===== src/rtl/sgcr_pkg.sv =====
// sgcr_pkg: shared widths, types, register indexes and the 5x7 font ROM
// for the scaled glyph cell renderer. No dependencies.
package sgcr_pkg;

  localparam int CODE_W      = 8;
  localparam int COORD_W     = 16;
  localparam int SCALE_W     = 4;
  localparam int COLOR_W     = 32;
  localparam int PITCH_W     = 18;
  localparam int OFFSET_W    = 32;
  localparam int CELL_DIM_W  = 4;
  localparam int CX_W        = COORD_W + 1;
  localparam int PROD_W      = CX_W + PITCH_W;
  localparam int GLYPH_ROWS  = 7;
  localparam int GLYPH_COLS  = 5;
  localparam int GLYPH_CELLS = GLYPH_ROWS * GLYPH_COLS;
  localparam int SLOT_W      = $clog2(GLYPH_CELLS + 1);
  localparam int COL_W       = $clog2(GLYPH_COLS);

  localparam int MAX_SCALE_DEF   = 8;
  localparam int QUEUE_DEPTH_DEF = 2;

  localparam int CFG_IDX_W  = 2;
  localparam int CFG_DATA_W = PITCH_W;
  localparam logic [CFG_IDX_W-1:0] CFG_FRAME_WIDTH  = 2'd0;
  localparam logic [CFG_IDX_W-1:0] CFG_FRAME_HEIGHT = 2'd1;
  localparam logic [CFG_IDX_W-1:0] CFG_PITCH_BYTES  = 2'd2;

  typedef logic [GLYPH_CELLS-1:0] glyph_t;
  typedef logic [GLYPH_ROWS-1:0][GLYPH_COLS-1:0] font_rows_t;

  typedef struct packed {
    logic [COORD_W-1:0] frame_width;
    logic [COORD_W-1:0] frame_height;
    logic [PITCH_W-1:0] pitch_bytes;
  } cfg_t;

  typedef struct packed {
    logic [COORD_W-1:0] pen_x;
    logic [COORD_W-1:0] pen_y;
    logic [SCALE_W-1:0] scale;
    glyph_t             cells;
    logic [COLOR_W-1:0] color;
  } cmd_t;

  typedef struct packed {
    logic [OFFSET_W-1:0]   offset;
    logic [CELL_DIM_W-1:0] width;
    logic [CELL_DIM_W-1:0] height;
    logic [COLOR_W-1:0]    color;
  } res_t;

  function automatic font_rows_t rows7(input int a0, input int a1,
                                       input int a2, input int a3,
                                       input int a4, input int a5,
                                       input int a6);
    return {5'(a6), 5'(a5), 5'(a4), 5'(a3), 5'(a2), 5'(a1), 5'(a0)};
  endfunction

  function automatic font_rows_t font_rows(input logic [CODE_W-1:0] code);
    font_rows_t r;
    r = '0;
    unique case (code)
      8'h30: r = rows7(14, 17, 19, 21, 25, 17, 14);
      8'h31: r = rows7( 4, 12,  4,  4,  4,  4, 14);
      8'h32: r = rows7(14, 17,  1,  2,  4,  8, 31);
      8'h33: r = rows7(30,  1,  1, 14,  1,  1, 30);
      8'h34: r = rows7( 2,  6, 10, 18, 31,  2,  2);
      8'h35: r = rows7(31, 16, 16, 30,  1,  1, 30);
      8'h36: r = rows7(14, 16, 16, 30, 17, 17, 14);
      8'h37: r = rows7(31,  1,  2,  4,  8,  8,  8);
      8'h38: r = rows7(14, 17, 17, 14, 17, 17, 14);
      8'h39: r = rows7(14, 17, 17, 15,  1,  1, 14);
      8'h41: r = rows7(14, 17, 17, 31, 17, 17, 17);
      8'h42: r = rows7(30, 17, 17, 30, 17, 17, 30);
      8'h43: r = rows7(14, 17, 16, 16, 16, 17, 14);
      8'h44: r = rows7(30, 17, 17, 17, 17, 17, 30);
      8'h45: r = rows7(31, 16, 16, 30, 16, 16, 31);
      8'h46: r = rows7(31, 16, 16, 30, 16, 16, 16);
      8'h47: r = rows7(14, 17, 16, 23, 17, 17, 15);
      8'h48: r = rows7(17, 17, 17, 31, 17, 17, 17);
      8'h49: r = rows7(31,  4,  4,  4,  4,  4, 31);
      8'h4B: r = rows7(17, 18, 20, 24, 20, 18, 17);
      8'h4C: r = rows7(16, 16, 16, 16, 16, 16, 31);
      8'h4D: r = rows7(17, 27, 21, 21, 17, 17, 17);
      8'h4E: r = rows7(17, 25, 21, 19, 17, 17, 17);
      8'h4F: r = rows7(14, 17, 17, 17, 17, 17, 14);
      8'h50: r = rows7(30, 17, 17, 30, 16, 16, 16);
      8'h52: r = rows7(30, 17, 17, 30, 20, 18, 17);
      8'h53: r = rows7(15, 16, 16, 14,  1,  1, 30);
      8'h54: r = rows7(31,  4,  4,  4,  4,  4,  4);
      8'h55: r = rows7(17, 17, 17, 17, 17, 17, 14);
      8'h58: r = rows7(17, 17, 10,  4, 10, 17, 17);
      8'h59: r = rows7(17, 17, 10,  4,  4,  4,  4);
      8'h5A: r = rows7(31,  1,  2,  4,  8, 16, 31);
      8'h3A: r = rows7( 0,  4,  4,  0,  4,  4,  0);
      8'h5B: r = rows7(14,  8,  8,  8,  8,  8, 14);
      8'h5D: r = rows7(14,  2,  2,  2,  2,  2, 14);
      8'h2D: r = rows7( 0,  0,  0, 31,  0,  0,  0);
      8'h2E: r = rows7( 0,  0,  0,  0,  0,  6,  6);
      8'h2F: r = rows7( 1,  2,  2,  4,  8,  8, 16);
      8'h28: r = rows7( 2,  4,  8,  8,  8,  4,  2);
      8'h29: r = rows7( 8,  4,  2,  2,  2,  4,  8);
      default: r = '0;
    endcase
    return r;
  endfunction

  // bit k = cell k in scan order (row-major, column bit 4 first)
  function automatic glyph_t scan_order(input font_rows_t rows);
    glyph_t g;
    g = '0;
    for (int r = 0; r < GLYPH_ROWS; r++) begin
      for (int c = 0; c < GLYPH_COLS; c++) begin
        g[r*GLYPH_COLS + c] = rows[r][GLYPH_COLS-1-c];
      end
    end
    return g;
  endfunction

endpackage


===== src/rtl/sgcr_front.sv =====
// sgcr_front: accepts character beats, keeps the pen, looks up the glyph
// and pushes draw commands. Depends on sgcr_pkg.
module sgcr_front #(
  parameter int MAX_SCALE = sgcr_pkg::MAX_SCALE_DEF
) (
  input  logic                         clk,
  input  logic                         rst_n,
  input  logic                         in_valid,
  output logic                         in_ready,
  input  logic [sgcr_pkg::CODE_W-1:0]  char_code,
  input  logic                         new_string,
  input  logic [sgcr_pkg::COORD_W-1:0] start_x,
  input  logic [sgcr_pkg::COORD_W-1:0] start_y,
  input  logic [sgcr_pkg::SCALE_W-1:0] scale,
  input  logic [sgcr_pkg::COLOR_W-1:0] color,
  input  logic                         q_full,
  output logic                         q_push,
  output sgcr_pkg::cmd_t               q_cmd
);

  localparam int ADV_W = sgcr_pkg::COORD_W + 1;

  logic [sgcr_pkg::COORD_W-1:0] pen_x_r, pen_x_nxt;
  logic [sgcr_pkg::COORD_W-1:0] pen_y_r, pen_y_nxt;
  logic [sgcr_pkg::COORD_W-1:0] px, py, px_adv;
  logic [sgcr_pkg::SCALE_W-1:0] s_eff;
  logic [ADV_W-1:0]             adv_sum;
  sgcr_pkg::glyph_t             glyph;
  logic                         acc;

  assign in_ready = !q_full;
  assign acc      = in_valid && !q_full;

  assign px    = new_string ? start_x : pen_x_r;
  assign py    = new_string ? start_y : pen_y_r;
  assign s_eff = (int'(scale) > MAX_SCALE) ? sgcr_pkg::SCALE_W'(MAX_SCALE) : scale;
  assign glyph = sgcr_pkg::scan_order(sgcr_pkg::font_rows(char_code));

  assign adv_sum = ADV_W'(px) + ADV_W'(s_eff) * ADV_W'(6);
  assign px_adv  = adv_sum[sgcr_pkg::COORD_W] ? '1 : adv_sum[sgcr_pkg::COORD_W-1:0];

  assign q_push      = acc && (scale != '0) && (glyph != '0);
  assign q_cmd.pen_x = px;
  assign q_cmd.pen_y = py;
  assign q_cmd.scale = s_eff;
  assign q_cmd.cells = glyph;
  assign q_cmd.color = color;

  always_comb begin
    pen_x_nxt = pen_x_r;
    pen_y_nxt = pen_y_r;
    if (acc) begin
      pen_y_nxt = py;
      pen_x_nxt = (scale == '0) ? px : px_adv;
    end
  end

  always_ff @(posedge clk) begin
    if (!rst_n) begin
      pen_x_r <= '0;
      pen_y_r <= '0;
    end else begin
      pen_x_r <= pen_x_nxt;
      pen_y_r <= pen_y_nxt;
    end
  end

endmodule


===== src/rtl/sgcr_queue.sv =====
// sgcr_queue: small flop-based FIFO between the front and back ends.
// Depends on nothing.
module sgcr_queue #(
  parameter int WIDTH = 8,
  parameter int DEPTH = 2
) (
  input  logic                       clk,
  input  logic                       rst_n,
  input  logic                       push,
  input  logic [WIDTH-1:0]           wdata,
  input  logic                       pop,
  output logic [WIDTH-1:0]           rdata,
  output logic                       full,
  output logic                       nonempty,
  output logic [$clog2(DEPTH+1)-1:0] count
);

  localparam int PTR_W = (DEPTH > 1) ? $clog2(DEPTH) : 1;
  localparam int CNT_W = $clog2(DEPTH+1);

  logic [WIDTH-1:0] mem_r [DEPTH];
  logic [PTR_W-1:0] wr_ptr_r, wr_ptr_nxt, rd_ptr_r, rd_ptr_nxt;
  logic [CNT_W-1:0] count_r, count_nxt;
  logic             do_push, do_pop;

  assign full     = (count_r == CNT_W'(DEPTH));
  assign nonempty = (count_r != '0);
  assign count    = count_r;
  assign rdata    = mem_r[rd_ptr_r];
  assign do_push  = push && !full;
  assign do_pop   = pop && nonempty;

  always_comb begin
    wr_ptr_nxt = wr_ptr_r;
    rd_ptr_nxt = rd_ptr_r;
    count_nxt  = count_r;
    if (do_push) begin
      wr_ptr_nxt = (wr_ptr_r == PTR_W'(DEPTH-1)) ? '0 : wr_ptr_r + 1'b1;
    end
    if (do_pop) begin
      rd_ptr_nxt = (rd_ptr_r == PTR_W'(DEPTH-1)) ? '0 : rd_ptr_r + 1'b1;
    end
    if (do_push && !do_pop) begin
      count_nxt = count_r + 1'b1;
    end else if (do_pop && !do_push) begin
      count_nxt = count_r - 1'b1;
    end
  end

  always_ff @(posedge clk) begin
    if (!rst_n) begin
      wr_ptr_r <= '0;
      rd_ptr_r <= '0;
      count_r  <= '0;
    end else begin
      wr_ptr_r <= wr_ptr_nxt;
      rd_ptr_r <= rd_ptr_nxt;
      count_r  <= count_nxt;
    end
  end

  always_ff @(posedge clk) begin
    if (do_push) begin
      mem_r[wr_ptr_r] <= wdata;
    end
  end

endmodule


===== src/rtl/sgcr_back.sv =====
// sgcr_back: scans one glyph cell per cycle unless stalled, clips, computes
// word offsets and holds one cell back to mark the last. Depends on sgcr_pkg.
module sgcr_back (
  input  logic           clk,
  input  logic           rst_n,
  input  sgcr_pkg::cfg_t cfg,
  input  logic           q_valid,
  input  sgcr_pkg::cmd_t q_cmd,
  output logic           q_pop,
  output logic           out_valid,
  input  logic           out_ready,
  output sgcr_pkg::res_t out_res,
  output logic           out_last
);

  localparam int CX_W   = sgcr_pkg::CX_W;
  localparam int PROD_W = sgcr_pkg::PROD_W;
  localparam int DIM_W  = sgcr_pkg::CELL_DIM_W;
  localparam int OFF_W  = sgcr_pkg::OFFSET_W;

  // scan stage
  logic                                 busy_r, busy_nxt;
  logic [sgcr_pkg::SLOT_W-1:0]          slot_r, slot_nxt;
  logic [sgcr_pkg::COL_W-1:0]           col_r, col_nxt;
  sgcr_pkg::glyph_t                     cells_r, cells_nxt;
  logic [CX_W-1:0]                      cx_r, cx_nxt, cy_r, cy_nxt;
  logic [sgcr_pkg::COORD_W-1:0]         x0_r, x0_nxt;
  logic [sgcr_pkg::SCALE_W-1:0]         s_r, s_nxt;
  logic [sgcr_pkg::COLOR_W-1:0]         color_r, color_nxt;

  logic                                 adv, is_cell, is_end, inframe;
  logic [CX_W-1:0]                      wdiff, hdiff;
  logic [DIM_W-1:0]                     w_cl, h_cl;

  // clip stage
  logic                                 s1_emit_r, s1_end_r;
  logic [CX_W-1:0]                      s1_cx_r, s1_cy_r;
  logic [DIM_W-1:0]                     s1_w_r, s1_h_r;
  logic [sgcr_pkg::COLOR_W-1:0]         s1_color_r;

  // multiply stage
  logic                                 s2_emit_r, s2_end_r;
  logic [PROD_W-1:0]                    s2_prod_r;
  logic [CX_W-1:0]                      s2_cx_r;
  logic [DIM_W-1:0]                     s2_w_r, s2_h_r;
  logic [sgcr_pkg::COLOR_W-1:0]         s2_color_r;

  // hold-back and output
  sgcr_pkg::res_t                       s2_res;
  logic                                 pend_v_r, pend_v_nxt;
  sgcr_pkg::res_t                       pend_r, pend_nxt;
  logic                                 out_valid_r, out_valid_nxt;
  logic                                 out_last_r, out_last_nxt;
  sgcr_pkg::res_t                       out_r, out_nxt;

  assign adv     = !out_valid_r || out_ready;
  assign q_pop   = adv && !busy_r && q_valid;
  assign is_cell = busy_r && (slot_r < sgcr_pkg::SLOT_W'(sgcr_pkg::GLYPH_CELLS));
  assign is_end  = busy_r && (slot_r == sgcr_pkg::SLOT_W'(sgcr_pkg::GLYPH_CELLS));
  assign inframe = (cx_r < CX_W'(cfg.frame_width)) && (cy_r < CX_W'(cfg.frame_height));
  assign wdiff   = CX_W'(cfg.frame_width) - cx_r;
  assign hdiff   = CX_W'(cfg.frame_height) - cy_r;
  assign w_cl    = (wdiff > CX_W'(s_r)) ? DIM_W'(s_r) : wdiff[DIM_W-1:0];
  assign h_cl    = (hdiff > CX_W'(s_r)) ? DIM_W'(s_r) : hdiff[DIM_W-1:0];

  always_comb begin
    busy_nxt  = busy_r;
    slot_nxt  = slot_r;
    col_nxt   = col_r;
    cells_nxt = cells_r;
    cx_nxt    = cx_r;
    cy_nxt    = cy_r;
    x0_nxt    = x0_r;
    s_nxt     = s_r;
    color_nxt = color_r;
    if (q_pop) begin
      busy_nxt  = 1'b1;
      slot_nxt  = '0;
      col_nxt   = '0;
      cells_nxt = q_cmd.cells;
      cx_nxt    = CX_W'(q_cmd.pen_x);
      cy_nxt    = CX_W'(q_cmd.pen_y);
      x0_nxt    = q_cmd.pen_x;
      s_nxt     = q_cmd.scale;
      color_nxt = q_cmd.color;
    end else if (busy_r && adv) begin
      slot_nxt  = slot_r + 1'b1;
      cells_nxt = cells_r >> 1;
      if (col_r == sgcr_pkg::COL_W'(sgcr_pkg::GLYPH_COLS-1)) begin
        col_nxt = '0;
        cx_nxt  = CX_W'(x0_r);
        cy_nxt  = cy_r + CX_W'(s_r);
      end else begin
        col_nxt = col_r + 1'b1;
        cx_nxt  = cx_r + CX_W'(s_r);
      end
      if (is_end) begin
        busy_nxt = 1'b0;
      end
    end
  end

  assign s2_res.offset = OFF_W'(s2_prod_r[PROD_W-1:2]) + OFF_W'(s2_cx_r);
  assign s2_res.width  = s2_w_r;
  assign s2_res.height = s2_h_r;
  assign s2_res.color  = s2_color_r;

  always_comb begin
    pend_v_nxt    = pend_v_r;
    pend_nxt      = pend_r;
    out_valid_nxt = out_valid_r && !out_ready;
    out_last_nxt  = out_last_r;
    out_nxt       = out_r;
    if (adv) begin
      if (s2_emit_r) begin
        if (pend_v_r) begin
          out_valid_nxt = 1'b1;
          out_last_nxt  = 1'b0;
          out_nxt       = pend_r;
        end
        pend_v_nxt = 1'b1;
        pend_nxt   = s2_res;
      end else if (s2_end_r && pend_v_r) begin
        out_valid_nxt = 1'b1;
        out_last_nxt  = 1'b1;
        out_nxt       = pend_r;
        pend_v_nxt    = 1'b0;
      end
    end
  end

  always_ff @(posedge clk) begin
    if (!rst_n) begin
      busy_r      <= 1'b0;
      slot_r      <= '0;
      col_r       <= '0;
      s1_emit_r   <= 1'b0;
      s1_end_r    <= 1'b0;
      s2_emit_r   <= 1'b0;
      s2_end_r    <= 1'b0;
      pend_v_r    <= 1'b0;
      out_valid_r <= 1'b0;
    end else begin
      busy_r      <= busy_nxt;
      slot_r      <= slot_nxt;
      col_r       <= col_nxt;
      pend_v_r    <= pend_v_nxt;
      out_valid_r <= out_valid_nxt;
      if (adv) begin
        s1_emit_r <= is_cell && cells_r[0] && inframe;
        s1_end_r  <= is_end;
        s2_emit_r <= s1_emit_r;
        s2_end_r  <= s1_end_r;
      end
    end
  end

  always_ff @(posedge clk) begin
    cells_r    <= cells_nxt;
    cx_r       <= cx_nxt;
    cy_r       <= cy_nxt;
    x0_r       <= x0_nxt;
    s_r        <= s_nxt;
    color_r    <= color_nxt;
    pend_r     <= pend_nxt;
    out_r      <= out_nxt;
    out_last_r <= out_last_nxt;
    if (adv) begin
      s1_cx_r    <= cx_r;
      s1_cy_r    <= cy_r;
      s1_w_r     <= w_cl;
      s1_h_r     <= h_cl;
      s1_color_r <= color_r;
      s2_prod_r  <= PROD_W'(s1_cy_r) * PROD_W'(cfg.pitch_bytes);
      s2_cx_r    <= s1_cx_r;
      s2_w_r     <= s1_w_r;
      s2_h_r     <= s1_h_r;
      s2_color_r <= s1_color_r;
    end
  end

  assign out_valid = out_valid_r;
  assign out_res   = out_r;
  assign out_last  = out_last_r;

endmodule


===== src/rtl/scaled_glyph_cell_renderer.sv =====
// scaled_glyph_cell_renderer: top level; config registers, front end, command
// queue and cell back end. Depends on sgcr_pkg, sgcr_front, sgcr_queue, sgcr_back.
//
//  channel  dir  signals                 beat carries
//  in_      in   tvalid/tready/tdata/tuser  one character to draw
//  out_     out  tvalid/tready/tdata/tlast  one clipped square
//  cfg_     in   we/addr/wdata             frame width, height, pitch
//
// The front takes one beat per cycle while the queue has room; blank glyphs
// and scale zero push no command; a blank glyph still advances the pen, scale zero does not.
// The back loads a drawn character, scans its 35 cells and an end slot, only then pops another.
// A square is held until the next emitted cell or the end slot shows whether it is
// the last one; it passes the clip, multiply, hold-back and output registers.
// rst_n is synchronous: pen, queue and pipeline control clear, config registers to 0.
// A stall on out_tready freezes the back; the front stalls only on a full queue.
module scaled_glyph_cell_renderer #(
  parameter int MAX_SCALE   = sgcr_pkg::MAX_SCALE_DEF,
  parameter int QUEUE_DEPTH = sgcr_pkg::QUEUE_DEPTH_DEF
) (
  input  logic                               clk,
  input  logic                               rst_n,
  input  logic                               in_tvalid,
  output logic                               in_tready,
  // char_code[7:0], start_x[23:8], start_y[39:24], scale[43:40], color[75:44]
  input  logic [79:0]                        in_tdata,
  // new_string[0]
  input  logic                               in_tuser,
  output logic                               out_tvalid,
  input  logic                               out_tready,
  // word_offset[31:0], cell_width[35:32], cell_height[39:36], cell_color[71:40]
  output logic [71:0]                        out_tdata,
  output logic                               out_tlast,
  input  logic                               cfg_we,
  input  logic [sgcr_pkg::CFG_IDX_W-1:0]     cfg_addr,
  input  logic [sgcr_pkg::CFG_DATA_W-1:0]    cfg_wdata
);

  localparam int CMD_W = $bits(sgcr_pkg::cmd_t);
  localparam int CNT_W = $clog2(QUEUE_DEPTH+1);

  sgcr_pkg::cfg_t cfg_r, cfg_nxt;
  sgcr_pkg::cmd_t push_cmd, head_cmd;
  sgcr_pkg::res_t out_res;
  logic           q_push, q_pop, q_full, q_nonempty;
  logic [CNT_W-1:0] q_count;

  always_comb begin
    cfg_nxt = cfg_r;
    if (cfg_we) begin
      unique case (cfg_addr)
        sgcr_pkg::CFG_FRAME_WIDTH:  cfg_nxt.frame_width  = cfg_wdata[sgcr_pkg::COORD_W-1:0];
        sgcr_pkg::CFG_FRAME_HEIGHT: cfg_nxt.frame_height = cfg_wdata[sgcr_pkg::COORD_W-1:0];
        sgcr_pkg::CFG_PITCH_BYTES:  cfg_nxt.pitch_bytes  = cfg_wdata[sgcr_pkg::PITCH_W-1:0];
        default: ;
      endcase
    end
  end

  always_ff @(posedge clk) begin
    if (!rst_n) begin
      cfg_r <= '0;
    end else begin
      cfg_r <= cfg_nxt;
    end
  end

  sgcr_front #(
    .MAX_SCALE (MAX_SCALE)
  ) u_front (
    .clk        (clk),
    .rst_n      (rst_n),
    .in_valid   (in_tvalid),
    .in_ready   (in_tready),
    .char_code  (in_tdata[7:0]),
    .new_string (in_tuser),
    .start_x    (in_tdata[23:8]),
    .start_y    (in_tdata[39:24]),
    .scale      (in_tdata[43:40]),
    .color      (in_tdata[75:44]),
    .q_full     (q_full),
    .q_push     (q_push),
    .q_cmd      (push_cmd)
  );

  sgcr_queue #(
    .WIDTH (CMD_W),
    .DEPTH (QUEUE_DEPTH)
  ) u_queue (
    .clk      (clk),
    .rst_n    (rst_n),
    .push     (q_push),
    .wdata    (push_cmd),
    .pop      (q_pop),
    .rdata    (head_cmd),
    .full     (q_full),
    .nonempty (q_nonempty),
    .count    (q_count)
  );

  sgcr_back u_back (
    .clk       (clk),
    .rst_n     (rst_n),
    .cfg       (cfg_r),
    .q_valid   (q_nonempty),
    .q_cmd     (head_cmd),
    .q_pop     (q_pop),
    .out_valid (out_tvalid),
    .out_ready (out_tready),
    .out_res   (out_res),
    .out_last  (out_tlast)
  );

  assign out_tdata = {out_res.color, out_res.height, out_res.width, out_res.offset};

  // a delivered square is never clipped to nothing
  a_cell_nonzero: assert property (@(posedge clk) disable iff (!rst_n)
    out_tvalid |-> (out_tdata[35:32] != 4'd0) && (out_tdata[39:36] != 4'd0))
    else $error("square with zero width or height");

  a_queue_bound: assert property (@(posedge clk) disable iff (!rst_n)
    int'(q_count) <= QUEUE_DEPTH)
    else $error("queue count beyond depth");

  a_push_room: assert property (@(posedge clk) disable iff (!rst_n)
    q_push |-> in_tready && !q_full)
    else $error("command pushed into full queue");

  a_reset_quiet: assert property (@(posedge clk)
    !rst_n |=> !out_tvalid)
    else $error("output valid right after reset");

endmodule

===== config.mk =====
export PLATFORM = sky130hd
export DESIGN_NAME = scaled_glyph_cell_renderer
export DESIGN_NICKNAME = d
export VERILOG_FILES = /design/src/rtl/sgcr_pkg.sv /design/src/rtl/sgcr_front.sv /design/src/rtl/sgcr_queue.sv /design/src/rtl/sgcr_back.sv /design/src/rtl/scaled_glyph_cell_renderer.sv
export SDC_FILE = /design/constraint.sdc
export NUM_CORES = 2
export LEC_CHECK = 0
export BUFFER_PORTS_ARGS = -buffer_cell sky130_fd_sc_hd__buf_2
export CORE_MARGIN = 2
export CORE_UTILIZATION = 54
export DETAILED_ROUTE_END_ITERATION = 8
export PLACE_DENSITY = 0.7
export SLEW_MARGIN = 40
export SYNTH_ARGS = -nofsm -noshare
export SYNTH_HDL_FRONTEND = slang
export SYNTH_HIERARCHICAL = 1
export SYNTH_MEMORY_MAX_BITS = 65536
export SYNTH_SLANG_ARGS = --single-unit

===== constraint.sdc =====
create_clock -name clk -period 6.8 [get_ports clk]
set_input_delay 0.68 -clock clk [delete_from_list [all_inputs] [get_ports clk]]
set_output_delay 0.68 -clock clk [all_outputs]
set_load 0.1 [all_outputs]

==> results by group <==
Placement
  • Placed Area: 44100 sq um
  • Port Buffers: 176
  • Placer Congestion: 0.924
  • DP Wirelength: 66.7 mm

Drt
  • DR top layer: met4
  • Wire per inst: 18.9 microns
  • DR DRC count: 0
  • Initial DRT Pass Iterations: 5
  • Met2 wire len: 43.6 mm
  • Initial DRC count: 2199
  • Vias post-DR: 26700
  • ANT nets after route: 0
  • Met1 WL: 41.4 mm
  • WL final: 91.9 mm
  • Vias per std cell: 5.48
  • Met3 wire length: 5.16 mm

Finish
  • Synthesis-to-finish area growth: 10.7%
  • Reg area: 21100 sq um
  • Fin area: 46900 sq um
  • Nets: 4301
  • Layout cells sized above 1: 0.144
  • Fin util: 0.604
  • Area of the multi-input gates: 18800 sq um
  • Fill count: 6298

Floorplan
  • Die height: 284 microns
  • Core Footprint: 77600 sq um
  • Row count: 102
  • Initial core utilization: 0.546
  • I/O pin count: 181
  • Total die area: 80700 sq um
  • Die width: 284 microns

Timing
  • Period Utilization, post-route: 0.964
  • Max Clock Skew: 40.9 ps
  • Fmax: 0.153 GHz
  • RSZ-0062 raised after global routing: false
  • Setup TNS Final: 0 ps
  • Final min period: 6550 ps
  • Final setup violation count: 0
  • Worst-Margin Slew: 823 ps
  • Final Max Tran Viols: 0
  • Fin. Hold Viols: 0
  • Slew margin rel.: 0.450
  • Hold WS: 220 ps

Synth
  • Top cell type's share of synthesized area: 0.449
  • Leading area contributor after synthesis: edfxtp_1
  • Mean Syn Cell Area: 11.7 sq um
  • Most common cell in the netlist: edfxtp_1
  • Post-synth top cells: 633 x edfxtp_1, 474 x nand2_1, 402 x inv_1
  • Synth Instances: 3617
  • Seq/Total Area, Yosys: 0.498
  • Synth Warn #: 6
  • Top_reg_cell synth: edfxtp_1
  • Post-synth ARST share: 0
  • Post-Syn Area: 42400 sq um
  • Yosys cell types: 89
  • Seq cells post-synth: 738
  • Mapped Nets: 4157
  • Synth top area cells: edfxtp_1 45%, fa_1 12%, ha_1 5.6%
  • Post-synth EDFFs: 633

Global route
  • First-pass GRT wire length: 147 mm
  • Pin count of the biggest net entering global routing: 103
  • Total congestion overflow: 0
  • Initial antenna violation count: 2
  • Tot GR Track Use: 0.229
  • Vias in the first global route: 26600

Hold path
  • Min-Delay Path Class: in2reg
  • Worst hold stages: 1

Worst setup path
  • FF-to-FF path depth: 21
  • Crit end category: flop
  • Worst Path Arrival: 6940 ps
  • Critical Path RT: 7190 ps
  • Critical path class: reg2reg
  • Worst setup SP type: flop
  • CP Max Fanout: 13

Flow run
  • Max Cap Viol: 0

Clocking
  • CTS Buf Count: 78
  • Root Buffer: clkbuf_16
  • Clk pin slew, worst setup/hold paths: 60 ps
  • Clock Latency Late Sink: 640 ps
  • Clk sinks: 738
  • Clock tree buffer depth: 3
  • CTS H-Tree Depth: 3
  • CTS tree: done
  • CTS Hold Bufs: 0

Power
  • Pwr Total: 16.4 mW
  • PD cells: 351 nW/um^2
  • Peak supply drop: 280 uV
  • Lkg Pwr: 19.2 nW

Outcome
  • Status: completed
## final timing paths
check                                                  from                        endpoint  slack [ps]
worst max-delay path            u_back/s1_cy_r[6]$_DFFE_PN_  u_back/s2_prod_r[31]$_DFFE_PN_         250
worst min-delay path                           in_tdata[58]  u_queue/mem_r[0][14]$_DFFE_PP_         220
worst max register to register  u_back/s1_cy_r[6]$_DFFE_PN_  u_back/s2_prod_r[31]$_DFFE_PN_         250
worst min register to register  u_back/pend_r[35]$_DFFE_PP_    u_back/out_res[35]$_DFFE_PP_         400
## sequential cells by signal, indices dropped and copies added (netlist names), 32 cells and up, named ones only
name	flops
cfg_r	50
u_back/cells_r	35
u_back/color_r	32
u_back/out_res	72
u_back/pend_r	72
u_back/s1_color_r	32
u_back/s2_color_r	32
u_back/s2_prod_r	32
u_queue/mem_r	206
## final cells by class
type | count | share of cell area
Clock buffer | 99 | 0.0444
Inverter | 404 | 0.0325
Tap cell | 1040 | 0.0277
Sequential cell | 738 | 0.450
Antenna cell | 2 | 0.000107
Clock inverter | 47 | 0.0133
Multi-Input combinational cell | 2293 | 0.401
Timing Repair Buffer | 246 | 0.0309
## cells in the final DEF (no fill, tap or decap), types with 90 or more instances in the layout
cell type,n
inv_1,401
dfxtp_1,101
a21oi_1,134
ha_1,189
o21ai_0,139
fa_1,245
mux2_2,139
xnor2_1,90
edfxtp_1,633
buf_2,174
and2_1,147
nand2_1,473
nor2_1,131
## metal layers
| metal | up-vias | track usage |
|---|---|---|
| met3 | 116 | 0.0321 |
| li1 | 12700 | - |
| met2 | 727 | 0.370 |
| met1 | 13100 | 0.327 |
| met4 | 0 | 0.0613 |
| met5 | - | 0 |
## power by group
| group | internal [mW] | switching [mW] | total, mW | leakage (nW) |
|---|---|---|---|---|
| Combinational | 1.91 | 2.98 | 4.89 | 10.9 |
| Clock | 2.56 | 1.81 | 4.37 | 1.30 |
| Sequential | 6.48 | 0.701 | 7.19 | 7.01 |
## metrics by stage
| stage | setup slack [ps] | std cells |
|---|---|---|
| 6_report | 247 | 4869 |
| 4_1_cts | 188 | 4863 |
| 5_1_grt | 24.7 | 4868 |
| 3_3_place_gp | 229 | 4717 |
| 2_1_floorplan | 224 | 3617 |
| 3_5_place_dp | 159 | 4717 |
## worst max-delay path: stages (launching register included)
cell	delay [ps]
edfxtp_1	580
buf_4	240
and2_1	150
fa_1	500
inv_1	50
fa_1	500
fa_1	510
inv_1	50
fa_1	470
fa_1	540
inv_1	50
fa_1	530
inv_1	40
ha_1	280
and4_1	230
nand2b_1	100
a2111oi_0	380
buf_4	210
o21a_1	190
o2111ai_1	180
a21o_1	230
a311o_1	320
## cells by family after synthesis
| kind of cell | after synthesis | synth area share |
|---|---|---|
| xor+xnor | 115 | 0.0238 |
| simple gates | 1012 | 0.114 |
| flops | 738 | 0.498 |
| compound gates | 520 | 0.0784 |
| buf+inv | 586 | 0.0597 |
| mux | 212 | 0.0542 |
| fa+ha+maj | 434 | 0.172 |
## timing repair
| item | CTS | global route |
|---|---|---|
| endpoints found under the setup margin | 0 | 5 |
| resized for setup | 0 | 3 |
| buffers inserted | 0 | 4 |
No activity file was read; power rests on OpenSTA's default activity.
